## src/hw/rtl/fce_pkg.sv

```systemverilog
// fce_pkg: shared widths, register indexes, item operations, command codes,
// controller states and the control/status structs of the lighting channel fade engine.
// No dependencies.
package fce_pkg;

    // field widths
    localparam int LEVEL_W    = 17;
    localparam int DUR_W      = 22;
    localparam int CMD_W      = 3;
    localparam int INC_W      = LEVEL_W + 1;
    localparam int ACC_W      = LEVEL_W + 2;
    localparam int CFG_IDX_W  = 1;
    localparam int CFG_DATA_W = 17;

    // configuration register indexes
    localparam logic [CFG_IDX_W-1:0] REG_SCENE_TARGET = 1'd0;
    localparam logic [CFG_IDX_W-1:0] REG_SCANNER_MODE = 1'd1;

    // item operations
    localparam logic OP_START = 1'b0;
    localparam logic OP_TICK  = 1'b1;

    // fade commands
    localparam logic [CMD_W-1:0] CMD_BLACK   = 3'd0;
    localparam logic [CMD_W-1:0] CMD_FADEIN  = 3'd1;
    localparam logic [CMD_W-1:0] CMD_FADEOUT = 3'd2;
    localparam logic [CMD_W-1:0] CMD_FADETO  = 3'd3;
    localparam logic [CMD_W-1:0] CMD_IDLE    = 3'd7;

    typedef enum logic [1:0] {
        ST_IDLE,
        ST_EVAL,
        ST_DIV_DIST,
        ST_COMMIT
    } fce_state_t;

    typedef struct packed {
        logic capture;
        logic eval;
        logic div_start;
        logic quot_capture;
        logic commit;
    } ctrl_cmd_t;

    typedef struct packed {
        logic start_go;
        logic div_done;
        logic out_free;
    } ctrl_status_t;

endpackage

```

## src/hw/rtl/fce_divider.sv

```systemverilog
// fce_divider: unsigned restoring divider, one quotient bit per cycle.
// Depends on fce_pkg for the operand width.
module fce_divider (
    input  logic                      clk,
    input  logic                      rst_n,
    input  logic                      start,
    input  logic [fce_pkg::DUR_W-1:0] dividend,
    input  logic [fce_pkg::DUR_W-1:0] divisor,
    output logic [fce_pkg::DUR_W-1:0] quotient,
    output logic                      done
);
    import fce_pkg::*;

    localparam int CNT_W = $clog2(DUR_W);

    logic [DUR_W-1:0] rem_reg;
    logic [DUR_W-1:0] quo_reg;
    logic [DUR_W-1:0] dvsr_reg;
    logic [CNT_W-1:0] cnt_reg;
    logic             busy_reg;
    logic             done_reg;

    logic [DUR_W:0]   shifted;
    logic [DUR_W:0]   trial;
    logic             fits;

    // trial subtract of the shifted partial remainder
    always_comb
    begin
        shifted = {rem_reg, quo_reg[DUR_W-1]};
        trial   = shifted - {1'b0, dvsr_reg};
        fits    = !trial[DUR_W];
    end

    // step counter and done pulse
    always_ff @(posedge clk or negedge rst_n)
    begin
        if (!rst_n)
        begin
            cnt_reg  <= '0;
            busy_reg <= 1'b0;
            done_reg <= 1'b0;
        end
        else
        begin
            done_reg <= 1'b0;
            if (start)
            begin
                cnt_reg  <= '0;
                busy_reg <= 1'b1;
            end
            else if (busy_reg)
            begin
                if (cnt_reg == CNT_W'(DUR_W - 1))
                begin
                    busy_reg <= 1'b0;
                    done_reg <= 1'b1;
                end
                else
                begin
                    cnt_reg <= cnt_reg + 1'b1;
                end
            end
        end
    end

    // remainder and quotient shift registers
    always_ff @(posedge clk)
    begin
        if (start)
        begin
            rem_reg  <= '0;
            quo_reg  <= dividend;
            dvsr_reg <= divisor;
        end
        else if (busy_reg)
        begin
            rem_reg <= fits ? trial[DUR_W-1:0] : shifted[DUR_W-1:0];
            quo_reg <= {quo_reg[DUR_W-2:0], fits};
        end
    end

    assign quotient = quo_reg;
    assign done     = done_reg;

endmodule

```

## src/hw/rtl/fce_datapath.sv

```systemverilog
// fce_datapath: per-line fade state, config registers, start evaluation,
// tick update, step division and the output register.
// Depends on fce_pkg and fce_divider.
module fce_datapath #(
    parameter int TICK_MS        = 10,
    parameter int MIX_LINE_COUNT = 2
) (
    input  logic                           clk,
    input  logic                           rst_n,
    input  logic                           cfg_write,
    input  logic [fce_pkg::CFG_IDX_W-1:0]  cfg_index,
    input  logic [fce_pkg::CFG_DATA_W-1:0] cfg_data,
    input  logic                           operation,
    input  logic                           mix_line,
    input  logic [fce_pkg::CMD_W-1:0]      command,
    input  logic [fce_pkg::DUR_W-1:0]      duration_ms,
    input  logic [fce_pkg::LEVEL_W-1:0]    fade_to_level,
    input  logic                           out_stall,
    input  fce_pkg::ctrl_cmd_t             cmd,
    output fce_pkg::ctrl_status_t          status,
    output logic                           out_valid,
    output logic                           running,
    output logic [fce_pkg::LEVEL_W-1:0]    level,
    output logic                           level_changed
);
    import fce_pkg::*;

    localparam int LINE_IDX_W = (MIX_LINE_COUNT > 1) ? $clog2(MIX_LINE_COUNT) : 1;

    // reciprocal of the tick period, exact floor for every duration
    localparam int          RECIP_SHIFT = DUR_W + $clog2(TICK_MS);
    localparam int          RECIP_W     = DUR_W + 2;
    localparam int          PROD_W      = DUR_W + RECIP_W;
    localparam logic [63:0] RECIP_FULL  =
        ((64'd1 << RECIP_SHIFT) + 64'(TICK_MS) - 64'd1) / 64'(TICK_MS);
    localparam logic [RECIP_W-1:0] TICK_RECIP = RECIP_FULL[RECIP_W-1:0];

    // configuration
    logic [LEVEL_W-1:0] scene_reg;
    logic               scanner_reg;

    // per-line state
    logic [LEVEL_W-1:0]      line_level_reg [MIX_LINE_COUNT];
    logic [LEVEL_W-1:0]      line_goal_reg  [MIX_LINE_COUNT];
    logic signed [INC_W-1:0] line_inc_reg   [MIX_LINE_COUNT];
    logic [CMD_W-1:0]        line_cmd_reg   [MIX_LINE_COUNT];

    // captured item
    logic               op_reg;
    logic               line_reg;
    logic [CMD_W-1:0]   code_reg;
    logic [LEVEL_W-1:0] to_level_reg;

    // start evaluation and division results
    logic                    start_ok_reg;
    logic [LEVEL_W-1:0]      goal_reg;
    logic signed [INC_W-1:0] dist_reg;
    logic [DUR_W-1:0]        ticks_reg;
    logic [LEVEL_W-1:0]      quot_reg;

    // output beat
    logic               out_valid_reg;
    logic               running_reg;
    logic [LEVEL_W-1:0] level_reg;
    logic               changed_reg;

    logic                    line_ok;
    logic [LINE_IDX_W-1:0]   idx;
    logic [LEVEL_W-1:0]      cur;
    logic [LEVEL_W-1:0]      line_goal;
    logic signed [INC_W-1:0] line_inc;
    logic [CMD_W-1:0]        line_cmd;

    logic                    start_ok;
    logic [LEVEL_W-1:0]      start_goal;
    logic signed [INC_W-1:0] start_dist;

    logic [PROD_W-1:0]       ticks_prod;
    logic [PROD_W-1:0]       ticks_shift;
    logic [DUR_W-1:0]        ticks_calc;

    logic [INC_W-1:0]        dist_neg;
    logic [LEVEL_W-1:0]      dist_mag;
    logic [DUR_W-1:0]        div_dividend;
    logic [DUR_W-1:0]        div_divisor;
    logic [DUR_W-1:0]        div_quotient;
    logic                    div_done;
    logic signed [INC_W-1:0] start_inc;

    logic signed [ACC_W-1:0] acc;
    logic signed [ACC_W-1:0] goal_ext;
    logic                    fade_active;
    logic                    fade_finish;
    logic [LEVEL_W-1:0]      snap_level;
    logic [LEVEL_W-1:0]      tick_level;

    logic                    line_we;
    logic [LEVEL_W-1:0]      level_next;
    logic [LEVEL_W-1:0]      goal_next;
    logic signed [INC_W-1:0] inc_next;
    logic [CMD_W-1:0]        act_next;
    logic                    running_next;
    logic [LEVEL_W-1:0]      out_level_next;
    logic                    changed_next;

    // configuration writes
    always_ff @(posedge clk or negedge rst_n)
    begin
        if (!rst_n)
        begin
            scene_reg   <= '0;
            scanner_reg <= 1'b0;
        end
        else if (cfg_write)
        begin
            case (cfg_index)
                REG_SCENE_TARGET: scene_reg   <= cfg_data[LEVEL_W-1:0];
                REG_SCANNER_MODE: scanner_reg <= cfg_data[0];
                default:          scene_reg   <= scene_reg;
            endcase
        end
    end

    // tick count of the duration by reciprocal multiply
    always_comb
    begin
        ticks_prod  = PROD_W'(duration_ms) * PROD_W'(TICK_RECIP);
        ticks_shift = ticks_prod >> RECIP_SHIFT;
        ticks_calc  = ticks_shift[DUR_W-1:0];
    end

    // item capture
    always_ff @(posedge clk)
    begin
        if (cmd.capture)
        begin
            op_reg       <= operation;
            line_reg     <= mix_line;
            code_reg     <= command;
            ticks_reg    <= ticks_calc;
            to_level_reg <= fade_to_level;
        end
    end

    // addressed line state
    always_comb
    begin
        line_ok   = (32'(line_reg) < 32'(MIX_LINE_COUNT));
        idx       = line_ok ? LINE_IDX_W'(line_reg) : '0;
        cur       = line_level_reg[idx];
        line_goal = line_goal_reg[idx];
        line_inc  = line_inc_reg[idx];
        line_cmd  = line_cmd_reg[idx];
    end

    // start acceptance and goal selection
    always_comb
    begin
        start_ok   = 1'b0;
        start_goal = '0;
        if (scanner_reg)
        begin
            start_ok   = (code_reg inside {CMD_FADEIN, CMD_FADETO}) && (cur != scene_reg);
            start_goal = scene_reg;
        end
        else
        begin
            case (code_reg)
                CMD_BLACK, CMD_FADEOUT:
                begin
                    start_ok   = (cur != '0);
                    start_goal = '0;
                end
                CMD_FADEIN:
                begin
                    start_ok   = (cur < scene_reg);
                    start_goal = scene_reg;
                end
                CMD_FADETO:
                begin
                    start_ok   = (cur != to_level_reg);
                    start_goal = to_level_reg;
                end
                default:
                begin
                    start_ok   = 1'b0;
                    start_goal = '0;
                end
            endcase
        end
        start_dist = $signed({1'b0, start_goal}) - $signed({1'b0, cur});
    end

    assign status.start_go = line_ok && (op_reg == OP_START) && start_ok;

    // evaluation registers
    always_ff @(posedge clk)
    begin
        if (cmd.eval)
        begin
            start_ok_reg <= status.start_go;
            goal_reg     <= start_goal;
            dist_reg     <= start_dist;
        end
        if (cmd.quot_capture)
        begin
            quot_reg <= div_quotient[LEVEL_W-1:0];
        end
    end

    // divider operands: distance magnitude over ticks
    always_comb
    begin
        dist_neg     = -start_dist;
        dist_mag     = start_dist[INC_W-1] ? dist_neg[LEVEL_W-1:0] : start_dist[LEVEL_W-1:0];
        div_dividend = DUR_W'(dist_mag);
        div_divisor  = ticks_reg;
    end

    fce_divider u_divider (
        .clk      (clk),
        .rst_n    (rst_n),
        .start    (cmd.div_start),
        .dividend (div_dividend),
        .divisor  (div_divisor),
        .quotient (div_quotient),
        .done     (div_done)
    );

    assign status.div_done = div_done;

    // signed step, whole distance when under one tick
    always_comb
    begin
        if (ticks_reg == '0)
        begin
            start_inc = dist_reg;
        end
        else if (dist_reg[INC_W-1])
        begin
            start_inc = -$signed({1'b0, quot_reg});
        end
        else
        begin
            start_inc = $signed({1'b0, quot_reg});
        end
    end

    // tick update and end-of-fade check
    always_comb
    begin
        acc         = $signed({2'b00, cur}) + $signed({line_inc[INC_W-1], line_inc});
        goal_ext    = $signed({2'b00, line_goal});
        fade_active = (line_cmd <= CMD_FADETO);
        case (line_cmd)
            CMD_BLACK, CMD_FADEOUT:
            begin
                fade_finish = (acc <= 0);
                snap_level  = '0;
            end
            CMD_FADEIN:
            begin
                fade_finish = (acc >= goal_ext);
                snap_level  = scene_reg;
            end
            default:
            begin
                fade_finish = ((line_inc > 0) && (acc >= goal_ext))
                           || ((line_inc < 0) && (acc <= goal_ext));
                snap_level  = line_goal;
            end
        endcase
        tick_level = fade_finish ? snap_level : acc[LEVEL_W-1:0];
    end

    // result and line state update
    always_comb
    begin
        line_we        = 1'b0;
        level_next     = cur;
        goal_next      = line_goal;
        inc_next       = line_inc;
        act_next       = line_cmd;
        running_next   = 1'b0;
        out_level_next = cur;
        changed_next   = 1'b0;
        if (!line_ok)
        begin
            out_level_next = '0;
        end
        else if (op_reg == OP_TICK)
        begin
            if (fade_active)
            begin
                line_we        = 1'b1;
                level_next     = tick_level;
                act_next       = fade_finish ? CMD_IDLE : line_cmd;
                running_next   = !fade_finish;
                out_level_next = tick_level;
                changed_next   = (tick_level != cur);
            end
        end
        else if (start_ok_reg)
        begin
            line_we      = 1'b1;
            goal_next    = goal_reg;
            inc_next     = start_inc;
            act_next     = code_reg;
            running_next = 1'b1;
        end
    end

    // per-line state registers
    always_ff @(posedge clk or negedge rst_n)
    begin
        if (!rst_n)
        begin
            for (int i = 0; i < MIX_LINE_COUNT; i++)
            begin
                line_level_reg[i] <= '0;
                line_goal_reg[i]  <= '0;
                line_inc_reg[i]   <= '0;
                line_cmd_reg[i]   <= CMD_IDLE;
            end
        end
        else if (cmd.commit && line_we)
        begin
            line_level_reg[idx] <= level_next;
            line_goal_reg[idx]  <= goal_next;
            line_inc_reg[idx]   <= inc_next;
            line_cmd_reg[idx]   <= act_next;
        end
    end

    // output beat valid
    always_ff @(posedge clk or negedge rst_n)
    begin
        if (!rst_n)
        begin
            out_valid_reg <= 1'b0;
        end
        else if (cmd.commit)
        begin
            out_valid_reg <= 1'b1;
        end
        else if (!out_stall)
        begin
            out_valid_reg <= 1'b0;
        end
    end

    // output beat payload
    always_ff @(posedge clk)
    begin
        if (cmd.commit)
        begin
            running_reg <= running_next;
            level_reg   <= out_level_next;
            changed_reg <= changed_next;
        end
    end

    assign status.out_free = !out_valid_reg || !out_stall;
    assign out_valid       = out_valid_reg;
    assign running         = running_reg;
    assign level           = level_reg;
    assign level_changed   = changed_reg;

endmodule

```

## src/hw/rtl/fce_ctrl.sv

```systemverilog
// fce_ctrl: controller state machine sequencing capture, evaluation,
// the step division and commit. Depends on fce_pkg.
module fce_ctrl (
    input  logic                  clk,
    input  logic                  rst_n,
    input  logic                  in_valid,
    input  fce_pkg::ctrl_status_t status,
    output logic                  in_stall,
    output fce_pkg::ctrl_cmd_t    cmd
);
    import fce_pkg::*;

    fce_state_t state_reg;
    fce_state_t state_next;

    // state register
    always_ff @(posedge clk or negedge rst_n)
    begin
        if (!rst_n)
        begin
            state_reg <= ST_IDLE;
        end
        else
        begin
            state_reg <= state_next;
        end
    end

    // next state
    always_comb
    begin
        state_next = state_reg;
        case (state_reg)
            ST_IDLE:
            begin
                if (in_valid)
                begin
                    state_next = ST_EVAL;
                end
            end
            ST_EVAL:
            begin
                state_next = status.start_go ? ST_DIV_DIST : ST_COMMIT;
            end
            ST_DIV_DIST:
            begin
                if (status.div_done)
                begin
                    state_next = ST_COMMIT;
                end
            end
            ST_COMMIT:
            begin
                if (status.out_free)
                begin
                    state_next = ST_IDLE;
                end
            end
            default:
            begin
                state_next = ST_IDLE;
            end
        endcase
    end

    // datapath commands
    always_comb
    begin
        cmd      = '0;
        in_stall = (state_reg != ST_IDLE);
        case (state_reg)
            ST_IDLE:
            begin
                cmd.capture = in_valid;
            end
            ST_EVAL:
            begin
                cmd.eval      = 1'b1;
                cmd.div_start = status.start_go;
            end
            ST_DIV_DIST:
            begin
                cmd.quot_capture = status.div_done;
            end
            ST_COMMIT:
            begin
                cmd.commit = status.out_free;
            end
            default:
            begin
                cmd = '0;
            end
        endcase
    end

endmodule

```

## src/hw/rtl/lighting_channel_fade_engine.sv

```systemverilog
// lighting_channel_fade_engine: linear fade ramp generator for one level per mix line.
// Ticks and rejected starts: captured, evaluated and committed to the output register.
// Starts that begin a fade also wait on the 22-step restoring divider (distance over ticks)
// before commit; a stalled output holds the commit. No new item is taken until commit.
// Reset clears all levels, steps and goals, idles every fade and zeroes the config.
// Depends on fce_pkg, fce_ctrl, fce_datapath.
module lighting_channel_fade_engine #(
    parameter int TICK_MS        = 10,
    parameter int MIX_LINE_COUNT = 2
) (
    input  logic                           clk,
    input  logic                           rst_n,
    input  logic                           cfg_write,
    input  logic [fce_pkg::CFG_IDX_W-1:0]  cfg_index,
    input  logic [fce_pkg::CFG_DATA_W-1:0] cfg_data,
    input  logic                           in_valid,
    output logic                           in_stall,
    input  logic                           operation,
    input  logic                           mix_line,
    input  logic [fce_pkg::CMD_W-1:0]      command,
    input  logic [fce_pkg::DUR_W-1:0]      duration_ms,
    input  logic [fce_pkg::LEVEL_W-1:0]    fade_to_level,
    output logic                           out_valid,
    input  logic                           out_stall,
    output logic                           running,
    output logic [fce_pkg::LEVEL_W-1:0]    level,
    output logic                           level_changed
);
    import fce_pkg::*;

    ctrl_cmd_t    cmd;
    ctrl_status_t status;

    // sequencing
    fce_ctrl u_ctrl (
        .clk      (clk),
        .rst_n    (rst_n),
        .in_valid (in_valid),
        .status   (status),
        .in_stall (in_stall),
        .cmd      (cmd)
    );

    // state, arithmetic and output beat
    fce_datapath #(
        .TICK_MS        (TICK_MS),
        .MIX_LINE_COUNT (MIX_LINE_COUNT)
    ) u_datapath (
        .clk           (clk),
        .rst_n         (rst_n),
        .cfg_write     (cfg_write),
        .cfg_index     (cfg_index),
        .cfg_data      (cfg_data),
        .operation     (operation),
        .mix_line      (mix_line),
        .command       (command),
        .duration_ms   (duration_ms),
        .fade_to_level (fade_to_level),
        .out_stall     (out_stall),
        .cmd           (cmd),
        .status        (status),
        .out_valid     (out_valid),
        .running       (running),
        .level         (level),
        .level_changed (level_changed)
    );

endmodule
```

## config.mk

```make
export PLATFORM = sky130hd
export DESIGN_NAME = lighting_channel_fade_engine
export DESIGN_NICKNAME = d
export VERILOG_FILES = /design/src/hw/rtl/fce_pkg.sv /design/src/hw/rtl/fce_divider.sv /design/src/hw/rtl/fce_datapath.sv /design/src/hw/rtl/fce_ctrl.sv /design/src/hw/rtl/lighting_channel_fade_engine.sv
export SDC_FILE = /design/constraint.sdc
export NUM_CORES = 1
export LEC_CHECK = 0
export ABC_AREA = 0
export BUFFER_PORTS_ARGS = -buffer_cell sky130_fd_sc_hd__buf_2
export CORE_MARGIN = 5
export CORE_UTILIZATION = 54
export DETAILED_ROUTE_END_ITERATION = 12
export GPL_ROUTABILITY_DRIVEN = 0
export MAX_ROUTING_LAYER = met4
export PLACE_DENSITY = 0.82
export SLEW_MARGIN = 20
export SYNTH_ARGS = -nofsm -noshare
export SYNTH_HDL_FRONTEND = slang
export SYNTH_SLANG_ARGS = --single-unit
```

## constraint.sdc

```tcl
create_clock -name clk -period 23.3 [get_ports clk]
set_clock_uncertainty 0.1 [all_clocks]
set_input_delay 1.165 -clock clk [delete_from_list [all_inputs] [get_ports clk]]
set_output_delay 1.165 -clock clk [all_outputs]
set_load 0.01 [all_outputs]
```

# ---- Word level (Yosys, flattened, before mapping)
# Cells that the tools add are included.
dict set report totals {
  ff_bits 314
  out_inout_bits 21
  wordCells 164
}
dict set report op_classes {
  addsub 6
  multipliers 1
  order_cmp 9
  n_eq_ne 17
  n_mux 70
  bitwise 3
  reduce_logical 27
}
# op count
set ops {}
lappend ops {{$mux 17} 16}
lappend ops {{$mux 18} 8}
lappend ops {{$bwmux 34} 2}
lappend ops {{$pmux 17 s2} 2}
lappend ops {{$ne 17x17->1} 3}
lappend ops {{$mul 22x23->45 const B} 1}
lappend ops {{$bwmux 36} 1}
lappend ops {{$mux 3} 8}
lappend ops {{$sub 23x19->23} 1}
lappend ops {{$logic_not 22->1} 1}
lappend ops {{$mux 22} 1}
lappend ops {{$add 18x18->19} 1}
lappend ops {{$ge 19x18->1} 1}
lappend ops {{$le 19x1->1 const B} 1}
lappend ops {{$le 19x18->1} 1}
lappend ops {{$demux 18 s1} 1}
lappend ops {{$gt 18x1->1 const B} 1}
lappend ops {{$lt 18x1->1 const B} 1}
lappend ops {{$mux 1} 18}
lappend ops {{$neg 17->18} 1}
lappend ops {{$sub 17x17->18} 1}
lappend ops {{$demux 17 s1} 1}
lappend ops {{$lt 17x17->1} 1}
lappend ops {{$neg 17->17} 1}
lappend ops {{other kinds (30)} 59}

# ---- Depth between registers and ports, before layout
dict set report logic_depth {
  depth_word 13
  ltp_mapped 30
  mapped_depth_nobuf 27
}

# ---- By module
# Synthesis repeated with hierarchy kept, for this count alone.
dict set report hier_totals {
  hier_cells 2442
  area_unflattened_um2 24868.9
}
# mod instances cells_each area_each_um2 seq_area_each_um2
set modules_own_cells {}
lappend modules_own_cells {fce_datapath 1 2044 20551.0 6628.9}
lappend modules_own_cells {fce_divider 1 374 4097.7 1936.9}
lappend modules_own_cells {fce_ctrl 1 24 220.2 50.0}

# ---- Worst setup path before layout
# Ideal clock, no wire load.
dict set report synth_path {
  kind {reg2reg}
  startpoint {register u_datapath.line_reg, in the netlist u_datapath.idx}
  endpoint {register u_datapath.changed_reg, in the netlist u_datapath.level_changed (data pin)}
  setup_time_ps 269
  arrival_time_ps 7558
  setup_slack_ps 15372
  stages_incl_launch_ff 29
  path_buffers 8
  period_less_slack_ps 7928
  path_cell_list {edfxtp_1 clkbuf_1 buf_2 buf_2 buf_1 clkbuf_1 buf_1 clkbuf_1 mux2_2 ha_1 nor3_1 nor3_1 o21a_2 o41ai_4 mux2i_1 or2_2 ha_1 nand3_1 nor4_1 o21ai_0 a21o_1 a221o_1 o31ai_1 clkbuf_1 nor4_1 or3_1 a22oi_1 nor4b_2 a31oi_1}
}
dict set report synth_between {
  elab_chain_len 11
  word_cells_on_any_way 32
  cone_classes {1 x add/sub; 6 x order compare; 3 x eq/ne; 15 x mux; 1 x bitwise; 6 x reduce/logical}
}
# element line_no
set synth_rtl {}
lappend synth_rtl {{from (decl)} fce_datapath.sv:50} ;# logic line_reg;
lappend synth_rtl {{from (signal assigned)} fce_datapath.sv:138} ;# line_reg <= mix_line;
lappend synth_rtl {{$not 1->2 (not written as such) (*)} --}
lappend synth_rtl {{$mux 17 (not written as such) / $mux 18 (equally long branches) (3 in a row)} {fce_datapath.sv:150, fce_datapath.sv:152}}
lappend synth_rtl {{$add 18x18->19} fce_datapath.sv:252} ;# acc = $signed({2'b00, cur}) + $signed({line_inc[INC_W-1], line_inc});
lappend synth_rtl {{$ge 19x18->1 / $le 19x18->1 (equally long branches)} {fce_datapath.sv:263, fce_datapath.sv:268, fce_datapath.sv:269}}
lappend synth_rtl {{$logic_and 1x1->1 (on tied branches)} {fce_datapath.sv:268, fce_datapath.sv:269}}
lappend synth_rtl {{$logic_or 1x1->1} fce_datapath.sv:269} ;# || ((line_inc < 0) && (acc <= goal_ext));
lappend synth_rtl {{$pmux 1 s2} fce_datapath.sv:255} ;# case (line_cmd)
lappend synth_rtl {{$mux 17} fce_datapath.sv:273} ;# tick_level = fade_finish ? snap_level : acc[LEVEL_W-1:0];
lappend synth_rtl {{$ne 17x17->1} fce_datapath.sv:300} ;# changed_next = (tick_level != cur);
lappend synth_rtl {{to (signal assigned)} fce_datapath.sv:359} ;# changed_reg <= changed_next;
lappend synth_rtl {{to (decl)} fce_datapath.sv:65} ;# logic changed_reg;
# Mark *: on every way between the ends. The rest lies on a longest branch, timed or not. The select of a mux whose other input is x is not followed.
# A chain may end at the register's enable or synchronous reset.

# ---- Worst setup path in the final report
# Ends and elaborated chain as after synthesis.

==> results.toml <==
[synth]
yosysWarnings = 0
netlist_instances = 2526
synth_nets = 3012
synth_seq_cells = 314
ys_seq_area_share_pct = 34.1
synth_ff_type = "edfxtp_1"
async_flop_share_pct = 43.9
avgSynthCellArea_um2 = 9.84
synth_area_um2 = 24900
synth-edff-count = 149
yosysUniqueCellTypes = 78

[outcome]
outcome = "complete, no violations"

[floorplan]
die_w_um = 225
dieArea_um2 = 50400
num_rows = 78
coreArea_um2 = 45500
start_util_pct = 54.6
dieHeight_um = 225
pin_count = 88

[cts]
cts_tree = "yes"
cts_root_buf = "clkbuf_16"
clock_path_buffers = 3
cts_buffers = 35
hold_buffers = 0
htreeDepth = 2
postCtsSetupRepairBufs = 0
clk_pin_slew_worst_paths_ns = 0.06
cts_resized = 0
clkLatencyLatePin_ns = 0.54
cts.sinks = 314

[sta]
relSlewSlack_pct = 18.6
rsz0062_at_grt = "no"
finalSetupViolCount = 0
setup_slack_ns = 15.18
finalMaxSlewViolations = 0
tightest_slew_ns = 1.19
min_period_ns = 8.12
fin_crit_sh_pct = 34.8
hold_viol = 0
max_freq_mhz = 123
timing.setup.tns_ns = 0

[critical_path]
cp_max_fo = 18
endpoint_kind = "register"
startpoint_type = "register"
arrival_ns = 8.28
worstPathRequired_ns = 23.46
r2r_end = "u_datapath.level_changed"
r2r_cells = 22
reg2reg_slack_ns = 15.18
path_class = "reg2reg"
regToRegStartpoint = "u_datapath.idx"

[finish]
syn_to_final_growth_pct = 9.21
nNetsFinal = 3080
regArea_um2 = 8480
multi_input_area_um2 = 14800
largest_reg_flops = 36
drive_gt1_share_pct = 9.58
nFillCells = 3622

[placement]
place.detailed.hpwl_um = 50500
place_ws_ns = 14.76
io_buffers = 87

[flow_run]
drv_cap = 0

[drt]
vias = 19500
initialDrtViolationCount = 1945
drc = 0
drt_wl_total_um = 64400
first_pass_iters = 9
wl_per_cell_um = 20.0
ant_nets = 0
avgViaCountPerCell = 6.05

[global_route]
first_global_vias = 20200
grt_util_all_layers_pct = 26.2
antenna_found_initial = 1
grt_max_degree = 87
grt-ovfl-total = 0
grt_pass1_wl_um = 104000

[hold_path]
min_path_cells = 0
holdCritStartpoint = "u_datapath.u_divider.quotient[15]"
holdPathEnd = "u_datapath.quot_reg[15]"
hold_path.class = "reg2reg"
-- metrics by stage --
step	util (%)	cells	cell area (µm²)	hold slack (ns)
CTS	59.7	3221	27100	0.352
finish	59.7	3222	27100	0.356
global route	59.7	3222	27100	0.367
global placement	57.1	3157	25900	0.331
detailed placement	57.1	3157	25900	0.335
floorplan	-	2526	24900	0.318
-- area by class of cell --
cell class                      instances  share of cell area, %
Antenna cell                            1                0.00922
Clock buffer                           44                   3.42
Clock inverter                         20                  0.931
Inverter                              354                   4.90
Multi-Input combinational cell       1775                   54.4
Sequential cell                       314                   31.2
Tap cell                              600                   2.77
Timing Repair Buffer                  114                   2.37
-- worst max-delay path, cell delays in order, from the launching register on --
cell	delay, ns
edfxtp_1	0.32
buf_4	0.32
mux2i_1	0.77
inv_1	0.41
ha_1	0.46
nor2b_1	0.19
o31a_1	0.37
o21a_2	0.27
o41ai_4	0.43
mux2i_1	0.16
or2_2	0.35
ha_1	0.32
nand3_1	0.13
nor4_1	0.52
o21ai_0	0.18
a21o_1	0.21
a221o_1	0.38
o31ai_2	0.68
nor4_1	0.18
nor3_1	0.30
o22ai_1	0.17
nor4b_2	0.44
a31oi_1	0.18
-- cells in the mapped netlist (10+ instances only) --
cell | n | area (µm²)
a31oi_1 | 17 | 106
o21a_1 | 18 | 135
a21oi_1 | 99 | 495
buf_1 | 10 | 37.5
nand2b_1 | 16 | 100
nor3_1 | 33 | 165
or4_1 | 12 | 90.1
nand3_1 | 38 | 190
a22o_1 | 18 | 158
nor4_1 | 26 | 163
nand4_1 | 15 | 93.8
or3_1 | 23 | 144
fa_1 | 145 | 2900
o22ai_1 | 17 | 106
dfxtp_1 | 27 | 541
edfxtp_1 | 149 | 4470
and2_1 | 13 | 81.3
xnor2_1 | 69 | 604
o31ai_1 | 16 | 120
mux2_2 | 35 | 394
inv_1 | 354 | 1330
clkbuf_1 | 68 | 255
nand2_1 | 233 | 875
xor2_1 | 34 | 298
dfrtp_1 | 132 | 3300
nor2_1 | 116 | 435
a21o_1 | 37 | 278
o211ai_1 | 13 | 97.6
mux2i_1 | 76 | 761
a211oi_1 | 33 | 248
nor2b_1 | 19 | 119
ha_1 | 274 | 3430
o21ai_0 | 198 | 991
-- placed cells by master (no fill, tap or decap), types with 17 or more instances in the layout --
cell type  synthesis  final
inv_1            354    354
ha_1             274    274
nand2_1          233    232
o21ai_0          198    198
edfxtp_1         149    149
fa_1             145    145
dfrtp_1          132    132
nor2_1           116    116
a21oi_1           99     99
buf_2              2     86
mux2i_1           76     76
xnor2_1           69     68
nand3_1           38     38
a21o_1            37     37
mux2_2            35     35
clkbuf_16          0     35
xor2_1            34     34
a211oi_1          33     33
nor3_1            33     33
buf_4              0     27
dfxtp_1           27     27
nor4_1            26     25
or3_1             23     23
o21a_1            18     18
a22o_1            18     18
nor2b_1           19     17
a31oi_1           17     17
o22ai_1           17     17
-- worst max path at each step --
stage	from	endpoint	slack, ns	depth (start not counted)
2_1_floorplan	u_datapath.idx	u_datapath.level_changed	15.37	28
3_3_place_gp	duration_ms[5]	u_datapath.div_divisor[18]	14.94	27
3_5_place_dp	duration_ms[5]	u_datapath.div_divisor[18]	14.76	27
4_1_cts	u_datapath.idx	u_datapath.level_changed	15.22	24
5_1_grt	duration_ms[5]	u_datapath.div_divisor[18]	14.64	27
6_report	u_datapath.idx	u_datapath.level_changed	15.18	22
-- logic make-up (layout without fill, tap and decap cells) --
group                    count (synthesis)  count (layout)  synth area share, %
buffers and inverters                  437             532                 6.70
AND/OR/NAND/NOR                        587             587                 11.2
AO/OA/AOI/OAI                          555             555                 14.2
other                                    0               1                    0
multiplexers                           111             111                 4.65
XOR/XNOR                               103             103                 3.63
adder cells (fa/ha/maj)                419             419                 25.5
flip-flops                             314             314                 34.1
-- metal layers --
metal  share of wire, %  up-vias  GRT usage, %
li1                   -     8945             -
met1                 38     9388          31.3
met2                 48      872          43.4
met3                8.7      284          5.25
met4                5.0        0          10.9
met5                  0        -             -
Power is not shown: default switching activity piles up to over one toggle a cycle in this logic, so the estimate is an artifact.
